**src/hdl/pwm_input_period_duty_meter_top_macros.svh**
```systemverilog
// assertion macros used by the pwm input meter controller
`ifndef PWM_INPUT_PERIOD_DUTY_METER_TOP_MACROS_SVH
`define PWM_INPUT_PERIOD_DUTY_METER_TOP_MACROS_SVH

// same-cycle implication, sampled on clock, held off during reset
`define PIMD_ASSERT_NOW(label, ante, cons) \
   label: assert property (@(posedge clock) disable iff (reset) (ante) |-> (cons)) \
      else $error("pimd check failed");

// next-cycle implication, sampled on clock, held off during reset
`define PIMD_ASSERT_NEXT(label, ante, cons) \
   label: assert property (@(posedge clock) disable iff (reset) (ante) |=> (cons)) \
      else $error("pimd check failed");

`endif

```
**src/hdl/pimd_pkg.sv**
```systemverilog
// shared types and constants of the pwm input period and duty meter
`default_nettype none

package pimd_pkg;

   // field widths
   localparam int CAP_W      = 16;
   localparam int CH_W       = 1;
   localparam int RATE_W     = 24;
   localparam int FREQ_W     = 16;
   localparam int DUTY_W     = 14;
   localparam int REQ_DATA_W = 32;
   localparam int RSP_DATA_W = 32;
   localparam int RSP_USER_W = 2;

   // defaults and limits
   localparam int PIMD_CHANNELS = 2;
   localparam logic [RATE_W-1:0] COUNT_RATE_RESET = 24'd1000000;
   localparam logic [FREQ_W-1:0] FREQ_MAX   = 16'd65535;
   localparam logic [DUTY_W-1:0] DUTY_MAX   = 14'd10000;
   localparam logic [DUTY_W-1:0] DUTY_SCALE = 14'd10000;

   // divider width: 30-bit dividend covers both 24-bit rate and 16x14 product
   localparam int DIV_NUM_W = CAP_W + DUTY_W;
   localparam int DIV_CNT_W = $clog2(DIV_NUM_W + 1);

   // controller states
   typedef enum logic [4:0] {
      ST_IDLE    = 5'b00001,
      ST_MEASURE = 5'b00010,
      ST_START   = 5'b00100,
      ST_DIVIDE  = 5'b01000,
      ST_EMIT    = 5'b10000
   } pimd_state_type;

   // controller to datapath
   typedef struct packed {
      logic arm;
      logic capture;
      logic start_div;
      logic load_out;
   } pimd_cmd_type;

   // datapath to controller
   typedef struct packed {
      logic ch_ok;
      logic sel_armed;
      logic period_zero;
      logic div_done;
   } pimd_status_type;

endpackage

`default_nettype wire

```
**src/hdl/pimd_div.sv**
```systemverilog
// restoring divider, one quotient bit per cycle
`default_nettype none

module pimd_div
   import pimd_pkg::*;
(
   input  wire logic                 clock,
   input  wire logic                 reset,
   input  wire logic                 start,
   input  wire logic [DIV_NUM_W-1:0] num,
   input  wire logic [CAP_W-1:0]     den,
   output logic                      done,
   output logic [DIV_NUM_W-1:0]      quot
);

   logic [DIV_NUM_W-1:0] num_ff, num_in;
   logic [CAP_W-1:0]     rem_ff, rem_in;
   logic [CAP_W-1:0]     den_ff, den_in;
   logic [DIV_CNT_W-1:0] cnt_ff, cnt_in;
   logic                 busy_ff, busy_in;
   logic                 done_ff, done_in;

   logic [CAP_W:0]   rem_sh;
   logic [CAP_W+1:0] trial;
   logic             fits;

   // trial subtract of the shifted remainder
   always_comb begin
      rem_sh = {rem_ff, num_ff[DIV_NUM_W-1]};
      trial  = {1'b0, rem_sh} - {2'b00, den_ff};
      fits   = ~trial[CAP_W+1];
   end

   // next state of the iteration
   always_comb begin
      num_in  = num_ff;
      rem_in  = rem_ff;
      den_in  = den_ff;
      cnt_in  = cnt_ff;
      busy_in = busy_ff;
      done_in = 1'b0;
      if (start) begin
         num_in  = num;
         rem_in  = '0;
         den_in  = den;
         cnt_in  = DIV_CNT_W'(DIV_NUM_W);
         busy_in = 1'b1;
      end else if (busy_ff) begin
         num_in = {num_ff[DIV_NUM_W-2:0], fits};
         rem_in = fits ? trial[CAP_W-1:0] : rem_sh[CAP_W-1:0];
         cnt_in = cnt_ff - 1'b1;
         if (cnt_ff == DIV_CNT_W'(1)) begin
            busy_in = 1'b0;
            done_in = 1'b1;
         end
      end
   end

   // control registers
   always_ff @(posedge clock) begin
      if (reset) begin
         busy_ff <= 1'b0;
         done_ff <= 1'b0;
         cnt_ff  <= '0;
      end else begin
         busy_ff <= busy_in;
         done_ff <= done_in;
         cnt_ff  <= cnt_in;
      end
   end

   // operand registers
   always_ff @(posedge clock) begin
      num_ff <= num_in;
      rem_ff <= rem_in;
      den_ff <= den_in;
   end

   assign done = done_ff;
   assign quot = num_ff;

endmodule

`default_nettype wire

```
**src/hdl/pimd_datapath.sv**
```systemverilog
// per-channel edge store, interval arithmetic, dividers and result word register
`default_nettype none

module pimd_datapath
   import pimd_pkg::*;
#(
   parameter int CHANNELS = PIMD_CHANNELS
) (
   input  wire logic              clock,
   input  wire logic              reset,
   input  wire logic [CH_W-1:0]   channel,
   input  wire logic [CAP_W-1:0]  rise_capture,
   input  wire logic [CAP_W-1:0]  fall_capture,
   input  wire logic              csr_wr_en,
   input  wire logic [RATE_W-1:0] csr_wr_data,
   input  wire pimd_cmd_type      cmd,
   output pimd_status_type        status,
   output logic [CH_W-1:0]        result_channel,
   output logic [FREQ_W-1:0]      frequency_hz,
   output logic [DUTY_W-1:0]      duty_hundredths,
   output logic                   period_zero
);

   logic [CAP_W-1:0]     first_edge_ff [CHANNELS];
   logic [CHANNELS-1:0]  armed_ff, armed_in;
   logic [CHANNELS-1:0]  ch_match;
   logic [CAP_W-1:0]     sel_edge;

   logic [RATE_W-1:0]    count_rate_ff;
   logic [CAP_W-1:0]     period_ff, high_ff;
   logic [CH_W-1:0]      ch_ff;
   logic [DIV_NUM_W-1:0] duty_num_ff, duty_num_in;
   logic [CAP_W-1:0]     duty_diff;

   logic [FREQ_W-1:0]    freq_ff, freq_in;
   logic [DUTY_W-1:0]    duty_ff, duty_in;
   logic                 pz_ff;
   logic [CH_W-1:0]      rch_ff;

   logic                 freq_done, duty_done;
   logic [DIV_NUM_W-1:0] freq_q, duty_q;
   logic                 per_zero;

   // channel decode and stored edge of the addressed channel
   always_comb begin
      sel_edge = '0;
      for (int i = 0; i < CHANNELS; i++) begin
         ch_match[i] = (32'(channel) == i);
         if (ch_match[i]) begin
            sel_edge = first_edge_ff[i];
         end
      end
   end

   // arm on the first word of a pair, disarm on the second
   always_comb begin
      armed_in = armed_ff;
      for (int i = 0; i < CHANNELS; i++) begin
         if (ch_match[i] && cmd.arm) begin
            armed_in[i] = 1'b1;
         end else if (ch_match[i] && cmd.capture) begin
            armed_in[i] = 1'b0;
         end
      end
   end

   always_ff @(posedge clock) begin
      if (reset) begin
         armed_ff <= '0;
      end else begin
         armed_ff <= armed_in;
      end
   end

   always_ff @(posedge clock) begin
      for (int i = 0; i < CHANNELS; i++) begin
         if (ch_match[i] && cmd.arm) begin
            first_edge_ff[i] <= rise_capture;
         end
      end
   end

   // count rate register
   always_ff @(posedge clock) begin
      if (reset) begin
         count_rate_ff <= COUNT_RATE_RESET;
      end else if (csr_wr_en) begin
         count_rate_ff <= csr_wr_data;
      end
   end

   // modular period and high time against the stored rising edge
   always_ff @(posedge clock) begin
      if (cmd.capture) begin
         period_ff <= rise_capture - sel_edge;
         high_ff   <= fall_capture - sel_edge;
         ch_ff     <= channel;
      end
   end

   assign per_zero = (period_ff == '0);

   // scaled high time, a full period taken off above 100 percent
   always_comb begin
      duty_diff   = (high_ff > period_ff) ? (high_ff - period_ff) : high_ff;
      duty_num_in = DIV_NUM_W'(duty_diff) * DIV_NUM_W'(DUTY_SCALE);
   end

   always_ff @(posedge clock) begin
      duty_num_ff <= duty_num_in;
   end

   // frequency and duty dividers run side by side
   pimd_div u_freq_div (
      .clock (clock),
      .reset (reset),
      .start (cmd.start_div),
      .num   (DIV_NUM_W'(count_rate_ff)),
      .den   (period_ff),
      .done  (freq_done),
      .quot  (freq_q)
   );

   pimd_div u_duty_div (
      .clock (clock),
      .reset (reset),
      .start (cmd.start_div),
      .num   (duty_num_ff),
      .den   (period_ff),
      .done  (duty_done),
      .quot  (duty_q)
   );

   // saturation and zero-period forcing
   always_comb begin
      freq_in = (freq_q > DIV_NUM_W'(FREQ_MAX)) ? FREQ_MAX : freq_q[FREQ_W-1:0];
      duty_in = (duty_q > DIV_NUM_W'(DUTY_MAX)) ? DUTY_MAX : duty_q[DUTY_W-1:0];
      if (per_zero) begin
         freq_in = '0;
         duty_in = '0;
      end
   end

   // result word register
   always_ff @(posedge clock) begin
      if (cmd.load_out) begin
         freq_ff <= freq_in;
         duty_ff <= duty_in;
         pz_ff   <= per_zero;
         rch_ff  <= ch_ff;
      end
   end

   always_comb begin
      status.ch_ok       = (32'(channel) < CHANNELS);
      status.sel_armed   = |(armed_ff & ch_match);
      status.period_zero = per_zero;
      status.div_done    = freq_done & duty_done;
   end

   assign result_channel  = rch_ff;
   assign frequency_hz    = freq_ff;
   assign duty_hundredths = duty_ff;
   assign period_zero     = pz_ff;

endmodule

`default_nettype wire

```
**src/hdl/pimd_ctrl.sv**
```systemverilog
// sequencing controller: word acceptance, divider start, result hand-off
`default_nettype none
`include "pwm_input_period_duty_meter_top_macros.svh"

module pimd_ctrl
   import pimd_pkg::*;
(
   input  wire logic            clock,
   input  wire logic            reset,
   input  wire logic            req_tvalid,
   output logic                 req_tready,
   output logic                 rsp_tvalid,
   input  wire logic            rsp_tready,
   input  wire pimd_status_type status,
   output pimd_cmd_type         cmd
);

   pimd_state_type state_ff, state_in;
   logic           rsp_valid_ff, rsp_valid_in;
   logic           accept;
   logic           slot_free;

   assign req_tready = (state_ff == ST_IDLE);
   assign accept     = req_tvalid & req_tready;
   assign slot_free  = ~rsp_valid_ff | rsp_tready;

   // state sequencing and commands
   always_comb begin
      state_in      = state_ff;
      cmd.arm       = 1'b0;
      cmd.capture   = 1'b0;
      cmd.start_div = 1'b0;
      cmd.load_out  = 1'b0;
      case (state_ff)
         ST_IDLE: begin
            if (accept && status.ch_ok) begin
               if (status.sel_armed) begin
                  cmd.capture = 1'b1;
                  state_in    = ST_MEASURE;
               end else begin
                  cmd.arm = 1'b1;
               end
            end
         end
         ST_MEASURE: begin
            state_in = status.period_zero ? ST_EMIT : ST_START;
         end
         ST_START: begin
            cmd.start_div = 1'b1;
            state_in      = ST_DIVIDE;
         end
         ST_DIVIDE: begin
            if (status.div_done) begin
               state_in = ST_EMIT;
            end
         end
         ST_EMIT: begin
            if (slot_free) begin
               cmd.load_out = 1'b1;
               state_in     = ST_IDLE;
            end
         end
         default: begin
            state_in = ST_IDLE;
         end
      endcase
   end

   // output valid, held until taken
   always_comb begin
      rsp_valid_in = rsp_valid_ff;
      if (cmd.load_out) begin
         rsp_valid_in = 1'b1;
      end else if (rsp_tready) begin
         rsp_valid_in = 1'b0;
      end
   end

   always_ff @(posedge clock) begin
      if (reset) begin
         state_ff     <= ST_IDLE;
         rsp_valid_ff <= 1'b0;
      end else begin
         state_ff     <= state_in;
         rsp_valid_ff <= rsp_valid_in;
      end
   end

   assign rsp_tvalid = rsp_valid_ff;

   // checks
   `PIMD_ASSERT_NEXT(a_capture_measures, cmd.capture, state_ff == ST_MEASURE)
   `PIMD_ASSERT_NOW(a_done_in_divide, status.div_done, state_ff == ST_DIVIDE)
   `PIMD_ASSERT_NOW(a_load_slot_free, cmd.load_out, !rsp_valid_ff || rsp_tready)

endmodule

`default_nettype wire

```
**src/hdl/pwm_input_period_duty_meter_top.sv**
```systemverilog
// PWM input period and duty meter: top level
//
// Input channel req_*: one word per capture event, channel number in tuser,
// rising and falling counter captures in tdata. The first word of a pair on
// a channel stores its rising capture; the second measures period and high
// time against it, yields one result word and disarms the channel.
// Output channel rsp_*: frequency (count_rate / period, saturated at 65535),
// duty in 0.01 percent (saturated at 10000), channel and zero-period flag.
// csr_wr_en/csr_wr_data write count_rate; write only while idle.
// Sequence: a first-of-pair word or a word for a missing channel is handled
// in idle and leaves the controller ready for the next word. A measuring
// word passes through capture, multiply, divider load, 30 one-bit steps of
// the two parallel dividers, hand-off and result load before its result
// shows, and the next word is taken once the controller is back in idle;
// a zero period skips the dividers. Words are taken one at a time; a
// measuring word holds off the next one until its result is loaded.
// A result waits in the output register while rsp_tready is low; the next
// word is still accepted, but its result waits until the register is free.
// Reset: synchronous, disarms all channels and restores count_rate to 1e6.
`default_nettype none

module pwm_input_period_duty_meter_top
   import pimd_pkg::*;
#(
   parameter int CHANNELS = PIMD_CHANNELS
) (
   input  wire logic                  clock,
   input  wire logic                  reset,
   input  wire logic                  req_tvalid,
   output logic                       req_tready,
   // rise_capture[15:0], fall_capture[31:16]
   input  wire logic [REQ_DATA_W-1:0] req_tdata,
   // channel[0]
   input  wire logic [CH_W-1:0]       req_tuser,
   output logic                       rsp_tvalid,
   input  wire logic                  rsp_tready,
   // frequency_hz[15:0], duty_hundredths[29:16], zero[31:30]
   output logic [RSP_DATA_W-1:0]      rsp_tdata,
   // result_channel[0], period_zero[1]
   output logic [RSP_USER_W-1:0]      rsp_tuser,
   input  wire logic                  csr_wr_en,
   input  wire logic [RATE_W-1:0]     csr_wr_data
);

   pimd_cmd_type    cmd;
   pimd_status_type status;
   logic [CH_W-1:0]   result_channel;
   logic [FREQ_W-1:0] frequency_hz;
   logic [DUTY_W-1:0] duty_hundredths;
   logic              period_zero;

   pimd_ctrl u_ctrl (
      .clock      (clock),
      .reset      (reset),
      .req_tvalid (req_tvalid),
      .req_tready (req_tready),
      .rsp_tvalid (rsp_tvalid),
      .rsp_tready (rsp_tready),
      .status     (status),
      .cmd        (cmd)
   );

   pimd_datapath #(
      .CHANNELS (CHANNELS)
   ) u_datapath (
      .clock           (clock),
      .reset           (reset),
      .channel         (req_tuser),
      .rise_capture    (req_tdata[CAP_W-1:0]),
      .fall_capture    (req_tdata[2*CAP_W-1:CAP_W]),
      .csr_wr_en       (csr_wr_en),
      .csr_wr_data     (csr_wr_data),
      .cmd             (cmd),
      .status          (status),
      .result_channel  (result_channel),
      .frequency_hz    (frequency_hz),
      .duty_hundredths (duty_hundredths),
      .period_zero     (period_zero)
   );

   // pack the result word
   assign rsp_tdata = {{(RSP_DATA_W - FREQ_W - DUTY_W){1'b0}}, duty_hundredths, frequency_hz};
   assign rsp_tuser = {period_zero, result_channel};

endmodule

`default_nettype wire
```
**config.mk**
```make
export PLATFORM = sky130hd
export DESIGN_NAME = pwm_input_period_duty_meter_top
export DESIGN_NICKNAME = d
export VERILOG_FILES = /design/src/hdl/pimd_pkg.sv /design/src/hdl/pimd_div.sv /design/src/hdl/pimd_datapath.sv /design/src/hdl/pimd_ctrl.sv /design/src/hdl/pwm_input_period_duty_meter_top.sv
export VERILOG_INCLUDE_DIRS = /design/src /design/src/hdl
export SDC_FILE = /design/constraint.sdc
export NUM_CORES = 1
export LEC_CHECK = 0
export BUFFER_PORTS_ARGS = -buffer_cell sky130_fd_sc_hd__buf_2
export CAP_MARGIN = 5
export CORE_UTILIZATION = 56
export DETAILED_ROUTE_END_ITERATION = 16
export MAX_ROUTING_LAYER = met4
export PLACE_DENSITY = 0.77
export SLEW_MARGIN = 20
export SYNTH_ARGS = -nofsm -noshare
export SYNTH_HDL_FRONTEND = slang
export SYNTH_SLANG_ARGS = --single-unit
```
**constraint.sdc**
```tcl
create_clock -name clock -period 6.33 [get_ports clock]
set_input_delay 1.266 -clock clock [delete_from_list [all_inputs] [get_ports clock]]
set_output_delay 1.266 -clock clock [all_outputs]
set_load 0.02 [all_outputs]
```
-- After elaboration in Yosys (flattened, before gate mapping)
Memory sizes are Yosys's and may differ from the RTL's.
Cells that the tools add are included.
- bits in registers: 245
- memory bits (writable): 32
- bits of input ports: 62
- output and inout bits: 36
- logic and storage cells: 127
- memories: 1
- $add $sub $neg: 7
- $mul: 1
- $lt $le $gt $ge: 3
- equality and inequality tests: 11
- mux-type cells: 48
- bitwise operators: 10
- reduce and logical (&&, ||, !) cells: 17
- memory list (name ; depth ; bits a word ; rd ports ; clocked after memory_dff ; write ports ; RTL line ; RTL):
    u_datapath.first_edge_ff ; 2 ; 16 ; 2 ; 0 ; 1 ; pimd_datapath.sv:24 ; logic [CAP_W-1:0] first_edge_ff [CHANNELS];
- operator list (operator ; number):
    16-bit two-way mux ; 6
    30-bit two-way mux ; 2
    24-bit two-way mux ; 2
    16-bit subtractor ; 3
    5-bit two-way mux ; 9
    17-bit by 16-bit subtractor with 18-bit output ; 2
    30-bit by 14-bit greater-than comparator with 1-bit output, second input constant ; 1
    30-bit by 16-bit greater-than comparator with 1-bit output, second input constant ; 1
    16-bit by 10-bit multiplier with 26-bit output, second input constant ; 1
    1-bit two-way mux ; 25
    5-bit one-hot mux with 5 select lines ; 1
    16-bit greater-than comparator ; 1
    16-bit zero test ; 1
    16-bit OR reduction ; 1
    5-bit by 1-bit == test with 1-bit output, second input constant ; 3
    14-bit two-way mux ; 1
    2-bit nonzero test ; 5
    5-bit by 1-bit subtractor with 5-bit output, second input constant ; 2
    2-bit != test, second input constant ; 3
    1-bit NOT ; 6
    2-bit OR reduction ; 3
    3-bit OR reduction ; 2
    5-bit by 2-bit == test with 1-bit output, second input constant ; 1
    5-bit by 3-bit == test with 1-bit output, second input constant ; 1
    9 further kinds ; 14

-- Depth between registers and ports, before layout
Gate-level depths: netlist of run 1.
- depth in word-level cells: 11
- depth in mapped cells: 31
- depth with buffers taken out: 29

-- Hierarchy
Synthesis of run 1 repeated with hierarchy kept, for this count alone.
- cells, all modules: 1679
- area, all modules: 17805.8 µm²
- by module, submodules not included (module ; times used ; cells an instance ; area an instance (µm²) ; sequential area each (µm²)):
    pimd_datapath ; 1 ; 985 ; 10138.5 ; 3953.8
    pimd_div (u_datapath.u_freq_div) ; 1 ; 331 ; 3688.5 ; 1841.8
    pimd_div (u_datapath.u_duty_div) ; 1 ; 311 ; 3557.2 ; 1841.8
    pimd_ctrl ; 1 ; 47 ; 387.9 ; 120.1
    pwm_input_period_duty_meter_top ; 1 ; 5 ; 33.8 ; 0.0

-- Worst setup path after synthesis of run 1
Ideal clock, no wire load.
- path kind: flip-flop to flip-flop
- start point: reg u_datapath.high_ff[0]
- end point: reg u_datapath.duty_num_ff[26]
- library setup time: 0.118 ns
- arrival: 6.627 ns
- data required time: 6.212 ns
- setup slack: -0.415 ns
- cell stages (with the launch flop): 29
- buffers on the path: 2
- period minus slack after synthesis: 6.745 ns
- path through: edfxtp_1 inv_1 ha_1 fa_1 nor2b_1 o21ai_1 a21oi_1 nor3_1 o31ai_1 o41ai_1 buf_4 buf_2 mux2i_1 inv_1 fa_1 ha_1 fa_1 ha_1 inv_1 fa_1 inv_1 ha_1 or4_4 a211oi_4 o31ai_2 a21o_1 a21o_1 a221o_1 xnor2_1
- longest elaborated chain between the ends: 3
- elaborated cells on any way between the ends: 4
- those cells by class: 1 x add/sub; 1 x mul; 1 x order compare; 1 x mux
- RTL lines (what ; RTL line ; RTL):
    from (decl) ; pimd_datapath.sv:30 ; logic [CAP_W-1:0] period_ff, high_ff;
    from (signal assigned) ; pimd_datapath.sv:96 ; high_ff <= fall_capture - sel_edge;
    16-bit subtractor or 16-bit greater-than comparator (tied branches) ; pimd_datapath.sv:105 ; duty_diff = (high_ff > period_ff) ? (high_ff - period_ff) : high_ff;
    16-bit two-way mux * ; pimd_datapath.sv:105 ;
    16-bit by 10-bit multiplier with 26-bit output * ; pimd_datapath.sv:106 ; duty_num_in = DIV_NUM_W'(duty_diff) * DIV_NUM_W'(DUTY_SCALE);
    via u_datapath.duty_num_in[26] ; pimd_datapath.sv:32 ; logic [DIV_NUM_W-1:0] duty_num_ff, duty_num_in;
    to (signal assigned) ; pimd_datapath.sv:110 ; duty_num_ff <= duty_num_in;
    to (decl) ; pimd_datapath.sv:32 ;
Mark *: on every way through the listed nets, which the timed path passes. The rest lies on a longest branch.
A chain may end at the register's enable or synchronous reset.

-- Worst setup path after layout of run 1
- start point: reg u_datapath.period_ff[0]
- end point: reg u_datapath.duty_num_ff[26]
- longest elaborated chain between the ends: 3
- elaborated cells on any way between the ends: 4
- those cells by class: 1 x add/sub; 1 x mul; 1 x order compare; 1 x mux
- RTL lines (what ; RTL line ; RTL):
    from (decl) ; pimd_datapath.sv:30 ;
    from (signal assigned) ; pimd_datapath.sv:95 ; period_ff <= rise_capture - sel_edge;
    16-bit subtractor or 16-bit greater-than comparator (tied branches) ; pimd_datapath.sv:105 ;
    16-bit two-way mux * ; pimd_datapath.sv:105 ;
    16-bit by 10-bit multiplier with 26-bit output * ; pimd_datapath.sv:106 ;
    via u_datapath.duty_num_in[26] ; pimd_datapath.sv:32 ;
Marks and branches as above.

==> impl_metrics.toml, run 1 <==
[placed_design]
port_buffers = 95
placed_area_um2 = 18000
place_hpwl_mm = 25.8
place_congestion = 0.902
pre_cts_ws_ns = -0.238

[min_path]
worstHoldPathCells = 0
hold_path.class = "flip-flop to flip-flop"
min_to = "u_datapath.result_channel"
hp-start = "u_datapath.ch_ff"

[sta]
worst_slack_ns = -0.0575
finalSetupViolCount = 1
hold_viol = 0
period_minus_slack_ns = 6.39
slew_headroom_pct = 30.2
fmax_ghz = 0.157
drv_slew = 0
finalCritPeriodShare_pct = 101
fin_worst_skew_ns = 0.0223
rsz0062_at_grt = "yes"
tightest_slew_ns = 1.05

[setup_path]
regToRegEndpoint = "u_datapath.duty_num_ff[26]"
reg2regPathDepth = 27
crit_path_start_kind = "flip-flop"
cp_max_fo = 4
arrival_ns = 6.83
cp_num_buf_inv = 5
crit_path_max_incr_delay_ns = 0.54
required_ns = 6.77
crit_top_cell = "inv_2"
crit_slowest_cell = "or4_4"
rrSetupSlack_ns = -0.06
r2r-start = "u_datapath.period_ff[0]"
cp_top_family = "adder cells"
crit_type = "flip-flop to flip-flop"
critPathLaunch = "u_datapath.period_ff[0]"
worstSetupEndpointType = "flip-flop"

[cells_and_area]
fill_cells = 2237
nNetsFinal = 2088
stdcell_area_um2 = 19300
antennaDiodeCount = 0
drive_gt1_share_pct = 16.6
area_delta_synth_final_pct = 15.9

[cts]
cts.clk_slew.worst_paths_ns = 0.07
clockRootBuffer = "clkbuf_16"
cts_tree = "yes"
cts_num_sinks = 277
cts.htree.levels = 1
clk_latency_ns = 0.56
cts_buffers = 30
cts_buffer_depth = 3

[synth]
netlist_top_cells_area = "edfxtp_1 29%, dfxtp_1 14%, ha_1 12%"
synthFlopType = "edfxtp_1"
synth_top_area_share_pct = 29.3
synthTopCellsByCount = "181 x nand2_1, 163 x edfxtp_1, 158 x ha_1"
async_flop_share_pct = 0
seq_area_frac_synth_pct = 43.0
syn_area_um2 = 16700
ys_seq_elements = 277
synth_cells = 1682
synth_edf_count = 163
synth_top_area_cell = "edfxtp_1"
synth.most_common_cell = "nand2_1"
ys_warn_count = 0
ys_types = 74
syn_avg_cell_area_um2 = 9.92

[global_routing]
busiest_layer = "met2"
use_met2_pct = 41.4
grtUsageMet3_pct = 2.87
gr-usage-met1_pct = 30.6
antenna_found_initial = 0
gr-total-overflow = 0
grt_max_degree = 72
grt_pass1_wl_mm = 59.7
grt.total_usage_pct = 24.5
grt_pass1_vias = 12500

[floorplan]
core_area_um2 = 29000
start_util_pct = 57.5
die_area_um2 = 30500
die_w_um = 175
io_pins = 98
fp.dieH_um = 175
rows = 62

[route]
vias_per_cell = 5.65
wl_mm = 35.6
drt_pass1_iterations = 6
num_vias = 12700
drtAntennaViolNets = 0
drt-initial-drc-count = 821
wl_per_cell_um = 15.9
drc_errors = 0

[status]
status = "complete, but fails checks"
violations = "setup timing"

[flow_run]
max-cap-violations = 0
-- metrics by stage --
step | hold slack [ns] | TNS (ns) | cells | util [%]
6_report | 0.405 | -0.0575 | 2244 | 66.7
5_1_grt | 0.415 | -0.964 | 2244 | 66.7
4_1_cts | 0.403 | -0.291 | 2241 | 66.3
3_5_place_dp | 0.406 | -0.747 | 2178 | 62.1
3_3_place_gp | 0.401 | -0.104 | 2178 | 62.1
2_1_floorplan | 0.400 | 0 | 1683 | -
-- final cells by class --
cell class	instances	area (um2)	share of cell area (%)
Sequential cell	277	7180	37.1
Clock buffer	35	811	4.19
Clock inverter	21	246	1.27
Multi-Input combinational cell	1201	8980	46.4
Inverter	151	567	2.93
Tap cell	384	480	2.48
Timing Repair Buffer	175	1080	5.56
-- layer usage --
| layer | vias up | wire, um |
|---|---|---|
| met1 | 6043 | 15700 |
| met2 | 294 | 17200 |
| met5 | - | 0 |
| met4 | 0 | 1110 |
| met3 | 82 | 1550 |
| li1 | 6251 | - |
-- kinds of logic (layout without fill, tap and decap cells) --
| group | Yosys count | in the layout | share of synthesized area (%) |
|---|---|---|---|
| muxes | 75 | 75 | 4.80 |
| buffers and inverters | 205 | 382 | 4.78 |
| DFF | 277 | 277 | 43.0 |
| AOI/OAI and AO/OA | 340 | 340 | 13.0 |
| xor gates and xnor gates | 102 | 102 | 5.35 |
| adders and majority gates | 190 | 190 | 15.7 |
| other | 1 | 2 | 0.0225 |
| and+or+nand+nor | 492 | 492 | 13.4 |
-- worst reg2reg max path, cell delays in order (launching register included) --
cell,delay [ns]
edfxtp_1,0.39
ha_2,0.21
fa_2,0.36
nor2b_2,0.13
o21ai_2,0.07
a21oi_2,0.17
nor3_2,0.08
o31ai_2,0.28
o41ai_4,0.16
buf_4,0.16
mux2_4,0.32
inv_2,0.07
fa_1,0.43
inv_2,0.09
ha_4,0.20
fa_1,0.46
ha_1,0.31
inv_2,0.04
fa_1,0.48
inv_2,0.05
ha_4,0.16
or4_4,0.54
a211oi_4,0.24
o31ai_4,0.10
a21o_1,0.17
a21o_1,0.16
a221o_1,0.33
xnor2_1,0.12
-- cells in the final DEF, fill, tap and decap left out, types with 11 or more instances in the layout --
| cell type | Yosys | layout |
|---|---|---|
| o21a_1 | 15 | 15 |
| nor4_1 | 13 | 13 |
| xor2_1 | 38 | 38 |
| mux2i_1 | 56 | 55 |
| inv_2 | 2 | 11 |
| xnor2_1 | 64 | 63 |
| a211oi_1 | 16 | 15 |
| dfxtp_1 | 114 | 113 |
| fa_1 | 32 | 30 |
| nand2b_1 | 16 | 15 |
| nor3_1 | 26 | 25 |
| nor2b_1 | 25 | 24 |
| edfxtp_1 | 163 | 163 |
| a21oi_1 | 108 | 102 |
| a21o_1 | 25 | 25 |
| nand2_1 | 181 | 181 |
| clkbuf_16 | 0 | 31 |
| buf_4 | 6 | 80 |
| nor2_1 | 132 | 129 |
| buf_2 | 4 | 95 |
| ha_1 | 158 | 147 |
| inv_1 | 148 | 139 |
| o21ai_0 | 76 | 73 |
| a31oi_1 | 17 | 17 |
| and2_1 | 13 | 13 |
| mux2_2 | 16 | 11 |
| nand3_1 | 45 | 44 |
-- state kept, by name, indices dropped and copies added, names as in the netlist, 16 cells and up --
| register | flops |
|---|---|
| u_datapath.first_edge_ff | 32 |
| u_datapath.period_ff | 16 |
| u_datapath.high_ff | 16 |
| u_datapath.duty_num_ff | 26 |
| u_datapath.u_freq_div.den_ff | 16 |
| u_datapath.u_freq_div.quot | 30 |
| u_datapath.count_rate_ff | 24 |
| u_datapath.frequency_hz | 16 |
| u_datapath.u_duty_div.rem_ff | 16 |
| u_datapath.u_duty_div.quot | 30 |
| u_datapath.u_freq_div.rem_ff | 16 |
-- how the worst max path moves through the flow --
| stage | to | slack, ns | cells after the start |
|---|---|---|---|
| after floorplan | u_datapath.duty_num_ff[26] | 0.02 | 28 |
| after global placement | u_datapath.duty_num_ff[29] | -0.06 | 25 |
| after detailed placement | u_datapath.duty_num_ff[29] | -0.24 | 27 |
| after CTS | u_datapath.duty_num_ff[26] | -0.14 | 25 |
| after global routing | u_datapath.duty_num_ff[26] | -0.29 | 27 |
| final | u_datapath.duty_num_ff[26] | -0.06 | 27 |
-- timing repair --
item,in CTS,in global routing
endpoints found under the setup margin,8,9
resized for setup,25,18
pin swaps,29,6
hold endpoints to repair,0,0
buffers inserted,8,3
hold buffers,0,0
Power of run 1 is left out: the tool's default activity adds up to more than one toggle a clock period on the data nets, which glitch-free logic cannot reach.
==> inputs of run 2 (changes only) <==
Settings changed: CORE_UTILIZATION 56 to 60, PLACE_DENSITY 0.77 to 0.79, SETUP_SLACK_MARGIN set to 0.5.
Clock period 6.33 ns to 7.3 ns, I/O delays scaled along.
==> run 2 against run 1 <==
Net effect: the flow now finishes without violations; register-to-register slack better by 0.69 ns; utilization increased by 3.1 points; via count decreased by 2.1%; non-clock buffer count fell by 43; sequential share of layout area rose by 0.85 points; worst hold slack improved by 0.014 ns; critical path type unchanged; critical endpoint unchanged; largest cell class unchanged.
==> impl_metrics.toml, run 2 (synthesis results as in run 1) <==
[sta]
rsz0062_at_grt = "yes"
fmax_ghz = 0.150
hold_viol = 0
tightest_slew_ns = 1.08
drv_slew = 0
period_minus_slack_ns = 6.67
finalSetupViolCount = 0
finalCritPeriodShare_pct = 91.4
slew_headroom_pct = 27.8
worst_slack_ns = 0.630
tns_ns = 0
fin_worst_skew_ns = 0.0188

[floorplan]
die_w_um = 169
core_area_um2 = 27100
start_util_pct = 61.6
rows = 60
io_pins = 98
die_area_um2 = 28500
fp.dieH_um = 169

[cells_and_area]
final_core_util_pct = 69.8
multiInputGateArea_um2 = 8910
regMostFlops = "u_datapath.first_edge_ff"
regArea_um2 = 7180
mostFrequentLayoutCells = "181 x nand2_1, 163 x edfxtp_1, 148 x ha_1, 145 x inv_1, 130 x nor2_1"
largest_register_ffs = 32
antennaDiodeCount = 0
area_delta_synth_final_pct = 13.3
final_common_cell = "nand2_1"
nNetsFinal = 2045
fill_cells = 1987
drive_gt1_share_pct = 13.4

[route]
drt-initial-drc-count = 836
drc_errors = 0
drtAntennaViolNets = 0
num_vias = 12400
drt_pass1_iterations = 5
vias_per_cell = 5.67
wl_per_cell_um = 16.3
wl_mm = 35.7

[power_and_ir_drop]
leakagePower_nw = 8.33
fin_total_pwr_mw = 10.1
p_per_area_nw_per_um2 = 536
vdd.ir_drop.worst_uv = 793

[global_routing]
grt_pass1_wl_mm = 58.0
gr-total-overflow = 0
grt_max_degree = 78
antenna_found_initial = 0
grt_pass1_vias = 12200
grt.total_usage_pct = 25.7

[setup_path]
required_ns = 7.75
crit_path_start_kind = "flip-flop"
crit_path_max_incr_delay_ns = 0.53
cp_max_fo = 10
crit_slowest_cell = "or4_4"
r2r-start = "u_datapath.period_ff[0]"
critPathLaunch = "u_datapath.period_ff[0]"
cp-endpoint = "u_datapath.duty_num_ff[26]"
reg2regPathDepth = 29
arrival_ns = 7.12
worstSetupEndpointType = "flip-flop"
regToRegEndpoint = "u_datapath.duty_num_ff[26]"
rrSetupSlack_ns = 0.63
crit_top_cell = "inv_1"
crit_type = "flip-flop to flip-flop"

[min_path]
hold_path.class = "flip-flop to flip-flop"

[cts]
cts_tree = "yes"
cts.htree.levels = 1
clockRootBuffer = "clkbuf_16"
hold_buffers = 0
cts.clk_slew.worst_paths_ns = 0.06
clk_latency_ns = 0.57
cts_buffers = 30
cts_buffer_depth = 3
cts_num_sinks = 277

[status]
status = "finished clean"

[placed_design]
place_congestion = 0.965
place_hpwl_mm = 25.4
pre_cts_ws_ns = 0.206
port_buffers = 95

[flow_run]
max-cap-violations = 0
## run 2: worst min path at each step
stage	end	slack (ns)	depth (start not counted)	startpoint
after floorplan	u_datapath.result_channel	0.40	0	u_datapath.ch_ff
after global placement	u_datapath.result_channel	0.40	0	u_datapath.ch_ff
after detailed placement	u_datapath.result_channel	0.41	0	u_datapath.ch_ff
after CTS	u_datapath.result_channel	0.42	0	u_datapath.ch_ff
after global routing	u_datapath.result_channel	0.44	0	u_datapath.ch_ff
final	u_datapath.result_channel	0.42	0	u_datapath.ch_ff
## run 2: routing by layer
metal | routed length, um | part of all wire (%) | track usage (%)
met4 | 875 | 2.5 | 6.80
met5 | 0 | 0 | -
met1 | 16000 | 45 | 32.2
met2 | 17500 | 49 | 44.6
met3 | 1350 | 3.8 | 2.64
## run 2: where the power goes
| part | internal [mW] | switching [mW] |
|---|---|---|
| clock network | 0.912 | 0.631 |
| logic | 2.99 | 3.59 |
| registers | 1.95 | 0.0718 |
## run 2: timing repair
| action | CTS | global route |
|---|---|---|
| gates cloned | 1 | 0 |
| resized for setup | 8 | 28 |
| pin swaps | 2 | 16 |
| buffers inserted | 7 | 17 |
| setup endpoints to repair | 5 | 6 |
## run 2: metrics by stage
stage / std cells / hold slack (ns) / cell area [um2]
2_1_floorplan: 1683 / 0.400 / 16700
3_5_place_dp: 2108 / 0.406 / 17500
6_report: 2189 / 0.419 / 18900
3_3_place_gp: 2108 / 0.403 / 17500
4_1_cts: 2172 / 0.420 / 18600
5_1_grt: 2189 / 0.443 / 18900
## run 2: area by class of cell
| cell class | count | area share (%) |
|---|---|---|
| tap | 372 | 2.46 |
| multi-input combinational | 1201 | 47.1 |
| sequential | 277 | 38.0 |
| clock inverter | 14 | 0.761 |
| clock buffer | 42 | 4.64 |
| inverter | 151 | 3.00 |
| timing repair buffer | 132 | 4.06 |
## run 2: worst max-delay path, delay by kind of cell (launching register included)
family,cells,cell delay (ns)
mux,1,0.33
xor+xnor,2,0.27
fa+ha+maj,8,2.57
flops,1,0.41
compound gates,9,1.74
buf+inv,6,0.49
simple gates,3,0.75
(Power assumes the default switching activity.)
==> inputs of run 3 (changes only) <==
Settings changed: REMOVE_ABC_BUFFERS set to 1, SLEW_MARGIN 20 to not set.
==> run 3 against run 2 <==
Net effect: sequential share of layout area is essentially flat; global-route usage up 0.15 points; critical endpoint unchanged; maximum frequency fell by 0.67%; worst setup slack got worse by 0.045 ns; die area unchanged; wire length up 3.6%; critical path depth is 1 lower.
==> impl_metrics.toml, run 3 (synthesis results as in run 1) <==
[placed_design]
port_buffers = 95
place_congestion = 0.912
placed_area_um2 = 17500
pre_cts_ws_ns = 0.243
dp.cells = 2107
place_hpwl_mm = 25.8

[setup_path]
crit_path_max_incr_delay_ns = 0.53
worstSetupEndpointType = "flip-flop"
cp_max_fo = 8
rrSetupSlack_ns = 0.58
crit_path_start_kind = "flip-flop"
regToRegEndpoint = "u_datapath.duty_num_ff[26]"
critPathLaunch = "u_datapath.period_ff[0]"
reg2regPathDepth = 28
crit_top_cell = "inv_1"
crit_slowest_cell = "fa_1"
required_ns = 7.74
arrival_ns = 7.16
crit_type = "flip-flop to flip-flop"
r2r-start = "u_datapath.period_ff[0]"

[cells_and_area]
mostFrequentLayoutCells = "181 x nand2_1, 163 x edfxtp_1, 144 x inv_1, 144 x ha_1, 130 x nor2_1"
stdcell_area_um2 = 18900
stdcell_count = 2189
multiInputGateArea_um2 = 8980
area_delta_synth_final_pct = 13.2
antennaDiodeCount = 0
nNetsFinal = 2046
largest_register_ffs = 32
regArea_um2 = 7180
final_common_cell = "nand2_1"
regMostFlops = "u_datapath.first_edge_ff"
fill_cells = 1966
drive_gt1_share_pct = 13.3

[floorplan]
die_area_um2 = 28500
core_area_um2 = 27100
start_util_pct = 61.6
io_pins = 98
rows = 60
die_w_um = 169
fp.dieH_um = 169

[route]
vias_per_cell = 5.78
wl_met2_mm = 18.2
wl_met1_mm = 16.0
drtAntennaViolNets = 0
num_vias = 12600
drc_errors = 0
top_layer_used = "met4"
wl_mm = 37.0
routed-wl-met3_mm = 1.83
drt_pass1_iterations = 6
drt-initial-drc-count = 1130
wl_per_cell_um = 16.9

[global_routing]
grt.total_usage_pct = 25.9
antenna_found_initial = 0
gr-total-overflow = 0
grt_pass1_wl_mm = 58.6
grt_max_degree = 82
grt_pass1_vias = 12000

[cts]
cts.htree.levels = 1
cts.clk_slew.worst_paths_ns = 0.06
cts_num_sinks = 277
cts_buffers = 30
hold_buffers = 0
clk_latency_ns = 0.57
clockRootBuffer = "clkbuf_16"
cts_buffer_depth = 3
cts_tree = "yes"

[sta]
finalCritPeriodShare_pct = 92.0
worst_slack_ns = 0.585
fmax_ghz = 0.149
finalSetupViolCount = 0
fin_worst_skew_ns = 0.0231
rsz0062_at_grt = "yes"
tightest_slew_ns = 1.26
drv_slew = 0
slew_headroom_pct = 15.9
whs_ns = 0.419
hold_viol = 0
period_minus_slack_ns = 6.72

[min_path]
worstHoldPathCells = 0
hold_path.class = "flip-flop to flip-flop"
min_to = "u_datapath.result_channel"
hp-start = "u_datapath.ch_ff"

[flow_run]
max-cap-violations = 0

[status]
status = "finished clean"
==> run 3: changes by cell type in the layout (fill, tap and decap cells not counted), sizes merged <==
cell,delta
buf,+1
clkinv,+2
clkbuf,-3
==> run 3: repair_timing <==
action	4_1_cts	5_1_grt
cloned	0	1
pin swaps	2	20
setup buffers	4	22
endpoints found under the setup margin	5	9
resized for setup	7	39
==> run 3: critical path, delay by kind of cell (launching register included) <==
family | cells | cell delay, ns
fa+ha+maj | 8 | 2.56
compound gates | 9 | 1.81
simple gates | 3 | 0.75
flops | 1 | 0.47
buf+inv | 5 | 0.42
mux | 1 | 0.32
xor+xnor | 2 | 0.26
==> run 3: final cells by class <==
class                      instances  share of cell area, %
multi-input combinational       1201                   47.5
sequential                       277                   38.0
clock buffer                      39                   4.20
timing repair buffer             133                   4.05
inverter                         151                   3.01
tap                              372                   2.46
clock inverter                    16                  0.768
==> run 3: through the flow <==
stage / setup TNS (ns) / utilization (%)
5_1_grt: 0 / 69.7
3_5_place_dp: 0 / 64.6
3_3_place_gp: 0 / 64.6
4_1_cts: 0 / 68.3
6_report: 0 / 69.7
2_1_floorplan: -32.46 / -
==> run 3: worst max path at each step <==
stage / endpoint / depth (start not counted) / slack (ns)
2_1_floorplan: u_datapath.duty_num_ff[26] / 21 / -2.49
3_3_place_gp: u_datapath.duty_num_ff[26] / 26 / 0.42
3_5_place_dp: u_datapath.duty_num_ff[26] / 26 / 0.24
4_1_cts: u_datapath.duty_num_ff[26] / 28 / 0.50
5_1_grt: u_datapath.duty_num_ff[26] / 28 / 0.37
6_report: u_datapath.duty_num_ff[26] / 28 / 0.58
==> run 3: routing by layer <==
layer,vias up,GRT usage [%]
li1,6160,-
met1,6023,33.9
met2,370,43.1
met3,90,2.81
met4,0,6.56
met5,-,-
Power of run 3 is left out for the same reason.
